### config.mk
export PLATFORM = sky130hd
export DESIGN_NAME = crdg_cell
export DESIGN_NICKNAME = d
export VERILOG_FILES = /design/src/hdl/crdg_pkg.sv /design/src/hdl/crdg_cell.sv
export SDC_FILE = /design/constraint.sdc
export NUM_CORES = 2
export LEC_CHECK = 0
export BUFFER_PORTS_ARGS = -buffer_cell sky130_fd_sc_hd__buf_2
export CORE_AREA = 5 5 425 427
export DETAILED_ROUTE_END_ITERATION = 16
export DIE_AREA = 0 0 430 432
export PLACE_DENSITY = 0.55
export SLEW_MARGIN = 15
export SYNTH_ARGS = -nofsm -noshare
export SYNTH_HDL_FRONTEND = slang
export SYNTH_SLANG_ARGS = --single-unit
### constraint.sdc
create_clock -name clk -period 4.85 [get_ports clk]
set_input_delay 0 -clock clk [delete_from_list [all_inputs] [get_ports clk]]
set_output_delay 0 -clock clk [all_outputs]
set_load 0.01 [all_outputs]
### src/hdl/crdg_pkg.sv
// ----------------------------------------------------------------------------
// crdg_pkg: shared types and constants for the camera ray direction generator
// Datapath widths of the normalize chain, sized for the widest coordinate.
// ----------------------------------------------------------------------------
package crdg_pkg;

    // configuration register indexes
    localparam logic [2:0] REG_EYE      = 3'd0;
    localparam logic [2:0] REG_LL       = 3'd1;
    localparam logic [2:0] REG_LR       = 3'd2;
    localparam logic [2:0] REG_UL       = 3'd3;
    localparam logic [2:0] REG_UR       = 3'd4;
    localparam int         NUM_REGS     = 5;
    localparam int         REG_W        = 63;

    // normalize chain widths (fit coordinates up to 21 bits)
    localparam int MAG_W = 22;             // |d| component on the grid
    localparam int S_W   = 2 * MAG_W + 2;  // squared length
    localparam int D_W   = 84;             // remainder of the root test
    localparam int XS_W  = 64;             // (2k-1) * s
    localparam int K_W   = 17;             // result magnitude, up to 65536
    localparam int K_SH  = 34;             // 2^34 scale of the target

    typedef struct packed {
        logic signed [D_W-1:0]  rem;
        logic signed [XS_W-1:0] xs;
        logic [K_W-1:0]         k;
        logic                   neg;
    } lane_t;

    typedef struct packed {
        lane_t [2:0]    lane;
        logic [S_W-1:0] s;
        logic           zero;
    } cell_t;

endpackage

### src/hdl/crdg_cell.sv
// ----------------------------------------------------------------------------
// crdg_cell: one result bit of the unit-vector root search
// Tests k | 2^BIT on all three lanes and passes the updated state on.
// ----------------------------------------------------------------------------
module crdg_cell
    import crdg_pkg::*;
#(
    parameter int BIT = 16
)
(
    input  logic  clk,
    input  logic  en,
    input  cell_t c_in,
    output cell_t c_out
);

    cell_t c_next, c_reg;
    logic signed [D_W-1:0] need [3];
    logic signed [D_W-1:0] s_ext;
    logic [2:0]            take;

    always_comb
    begin
        c_next = c_in;
        s_ext  = $signed({{(D_W-S_W){1'b0}}, c_in.s});
        for (int a = 0; a < 3; a++)
        begin
            // (x + 2^(BIT+1))^2 s - x^2 s, x = 2k-1
            need[a] = (D_W'(c_in.lane[a].xs) <<< (BIT + 2)) + (s_ext <<< (2 * BIT + 2));
            take[a] = !c_in.lane[a].k[K_W-1] && (need[a] <= c_in.lane[a].rem);
            if (take[a])
            begin
                c_next.lane[a].rem = c_in.lane[a].rem - need[a];
                c_next.lane[a].xs  = c_in.lane[a].xs + XS_W'(s_ext <<< (BIT + 1));
                c_next.lane[a].k   = c_in.lane[a].k | (K_W'(1) << BIT);
            end
        end
    end

    always_ff @(posedge clk)
    begin
        if (en)
            c_reg <= c_next;
    end

    assign c_out = c_reg;

endmodule

# == Word level (Yosys, flattened, before mapping) ==
# Cells that the tools add are included.
# word_totals
regBits,545
inputBits,547
# classes
add_sub_neg,9
order_cmp,3
muxes,3
n_reduce_logical,6
# ops
operator,count
2-to-1 mux 165 bit,3
less-or-equal comparator 83 x 84 -> 1 bit,3
subtractor 84 x 83 -> 84 bit,3
adder 82 x 81 -> 83 bit,3
adder 64 bit,3
logical AND 1 bit,3
zero test 1 bit,3

# == Depth between registers and ports, before layout ==
# depth
ltp_word,4
ltp_mapped,30
ltp_nobuf,25

# == Worst setup path after synthesis ==
# Ideal clock, no wire load.
# synth_path
path_type,in2reg
from,input c_in[1] in the netlist's numbering
to,register c_reg (netlist bit c_out[378]) (data pin)
setup_time_ns,0.261
arrival_time_ns,4.974
required_ns,4.589
slack_ns,-0.385
cell_stages,27
cell_sequence,ha_1 -> fa_1 -> a211o_1 -> a2111o_1 -> o311ai_1 -> o21ai_1 -> a22oi_1 -> a31oi_1 -> a31o_2 -> a21oi_1 -> inv_1 -> a21oi_1 -> xor2_1 -> ha_1 -> nand4_1 -> or3_1 -> nor4_1 -> nand4_1 -> nand2_1 -> a21oi_1 -> or2_1 -> buf_2 -> buf_4 -> buf_2 -> buf_2 -> nand2_1 -> o41ai_2
# synth_rtl
item,line,source
start: declaration,crdg_cell.sv:13,"input cell_t c_in,"
end signal: assignment,crdg_cell.sv:43,c_reg <= c_next;
end: declaration,crdg_cell.sv:17,"cell_t c_next, c_reg;"

==> impl_metrics.ini <==
[global_route]
grt.overflow.total = 0
grt_pass1_wl_um = 345000
grt_max_degree = 127
grt_usage = 0.248
grt_pass1_vias = 51900
antenna_found_initial = 57

[sta]
holdWs_ns = -0.314
clock.fmax_ghz = 0.204
min_period_over_period = 1.01
setup_tns_ns = -1.10
tightest_slew_ns = 0.911
rsz0062_at_grt = yes
fin_crit_ns = 4.91
drv_slew = 0
timing.slew.headroom = 0.393
finalHoldViolCount = 1
setup_viol = 45
worst_slack_ns = -0.0552

[critical_path]
cp_slowest_cell = or4_4
required_ns = 5.28
crit_family = compound AO/OA/AOI/OAI gates
path_depth = 24
crit_fanout = 8
crit_path_max_incr_delay_ns = 0.55
crit_type = in -> reg
arrival_ns = 5.34
cp_num_buf_inv = 7
cp_common_cell = buf_4
critPathLaunchType = primary input
crit_chain = buf_8 > buf_8 > ha_4 > fa_2 > a211o_1 > a211oi_4 > o21ai_1 > a311o_1 > buf_4 > a21o_4 > a32oi_2 > a21o_1 > o41ai_2 > buf_4 > xnor2_2 > ha_1 > nand4_1 > buf_4 > or4_4 > a221o_4 > buf_12 > clkbuf_16 > nand2_2 > o21ai_1
worstSetupEndpoint = c_out[488]
crit_start = c_in[1]
critPathCaptureType = register

[drt]
vias_per_cell = 5.06
postRouteAntennaNets = 0
wl_um = 249000
drcViolationCount = 0
num_vias = 52800
drt_pass1_iterations = 6
avgRoutedWirePerCell_um = 23.8
first_iter_violations = 3733

[place]
dp_hpwl_um = 197000
post-place-ws_ns = -1.27
place_congestion = 0.949
portBuffers = 1091

[final_layout]
utilization = 0.426
nets = 9059
layout_commonest_cell = buf_4
largest_reg_flops = 545
area_growth_pct = 60.5
layout_common_cells = buf_4, buf_2, dlygate4sd3_1
drive_above_1_share = 0.334

[clock_network]
cts_buffers = 76
clock-root-buffer = clkbuf_16
cts_tree = built
clockBufferDepth = 3
tritoncts_num_sinks = 545
clk_pin_slew_worst_paths_ns = 0.06
cts.htree.levels = 3

[die]
die_w_um = 430
boundaryPins = 1092
rows = 154
die_y_um = 432
start_util = 0.266
core_mm2 = 0.176
die_area_mm2 = 0.186

[flow_run]
maxCapViolations = 0

[synth]
synth_area_leader_cell = edfxtp_1
ys_types = 97
syn_nets = 6254
synth_edf_count = 545
synthCells = 5224
synth_area_leaders = edfxtp_1, ha_1, o21ai_0
yosysWarnings = 0
synth.avg_cell_area_um2 = 8.94
ys_async_sr_fraction = 0
synth_top_cell_area_share = 0.350
ys_seq_area_frac = 0.350
synth-seq-cells = 545
ys.flop_type = edfxtp_1
synth_area_mm2 = 0.0467

[status]
status = complete, but fails checks
violations = negative hold slack, negative setup slack

[power_and_ir_drop]
max-vdd-ir-drop_uv = 245
p_leak_nw = 34.3
total_power_mw = 24.3
p_per_area_mw_per_mm2 = 324

[min_path]
hp-class = in -> reg
min_path_cells = 2
cells in the mapped netlist (all sizes together) (26+ instances only):
| cell | instances |
|---|---|
| clkbuf | 157 |
| edfxtp | 545 |
| nand3 | 102 |
| o211ai | 39 |
| o21ai | 587 |
| and2 | 26 |
| nor2 | 222 |
| a21o | 295 |
| a31oi | 61 |
| o21bai | 94 |
| nor4 | 28 |
| nor2b | 48 |
| a21oi | 524 |
| nor3 | 62 |
| xnor2 | 229 |
| o31ai | 27 |
| nand2b | 53 |
| xor2 | 213 |
| buf | 55 |
| o21a | 53 |
| nand2 | 653 |
| and3 | 52 |
| ha | 474 |
| a211oi | 45 |
| inv | 174 |
| nand4 | 103 |
through the flow:
stage | std cells | hold WS (ns) | instance area [um2]
after floorplan | 5224 | 0.0989 | 47000
after global placement | 9535 | 0.177 | 62900
after detailed placement | 9535 | 0.178 | 62900
after CTS | 10400 | -0.377 | 72600
after global routing | 10400 | -0.345 | 74900
final | 10400 | -0.314 | 74900
per-layer routing:
| layer | track usage | vias to the layer above | share of wire |
|---|---|---|---|
| li1 | - | 25300 | - |
| met2 | 0.441 | 1844 | 0.50 |
| met4 | 0.113 | 12 | 0.050 |
| met3 | 0.0380 | 407 | 0.058 |
| met1 | 0.294 | 25300 | 0.40 |
| met5 | 0 | - | 0.00032 |
repair_timing:
action | in CTS | in global routing
resized for setup | 74 | 373
buffers inserted | 17 | 45
hold endpoints to repair | 590 | 3
hold buffers | 662 | 2
gates cloned | 9 | 23
pin swaps | 46 | 170
setup endpoints to repair | 323 | 339
layout make-up:
type,count,area (um2)
repair buffers,2935,22000
clock inverters,43,410
inverters,174,653
multi-input cells,4297,30500
fillers,17400,101000
clock buffers,92,2030
flip-flops and latches,545,16400
diodes,22,55.1
well taps,2340,2930
where the power goes:
group	switching, mW	total (mW)	internal, mW	leakage [nW]
logic	6.61	12.3	5.70	27.8
registers	0.267	6.29	6.02	5.33
clock network	2.41	5.71	3.30	1.17
total	9.29	24.3	15.0	34.3
how the worst min path moves through the flow:
stage,start,end,slack [ns]
2_1_floorplan,c_in[0],c_out[0],0.1
3_3_place_gp,c_in[53],c_out[53],0.18
3_5_place_dp,c_in[55],c_out[55],0.18
4_1_cts,c_in[414],c_out[414],-0.38
5_1_grt,c_in[414],c_out[414],-0.34
6_report,c_in[414],c_out[414],-0.31
cell families (layout without fill, tap and decap cells):
family	count (synthesis)	in the layout	synth area share
compound gates	1913	1917	0.254
simple gates	1436	1436	0.144
flops	545	545	0.350
fa+ha+maj	483	483	0.131
xor+xnor	442	442	0.0829
buf+inv	386	3244	0.0335
mux	19	19	0.00447
other cells	0	22	0
Power figures use the tool's default switching activity.
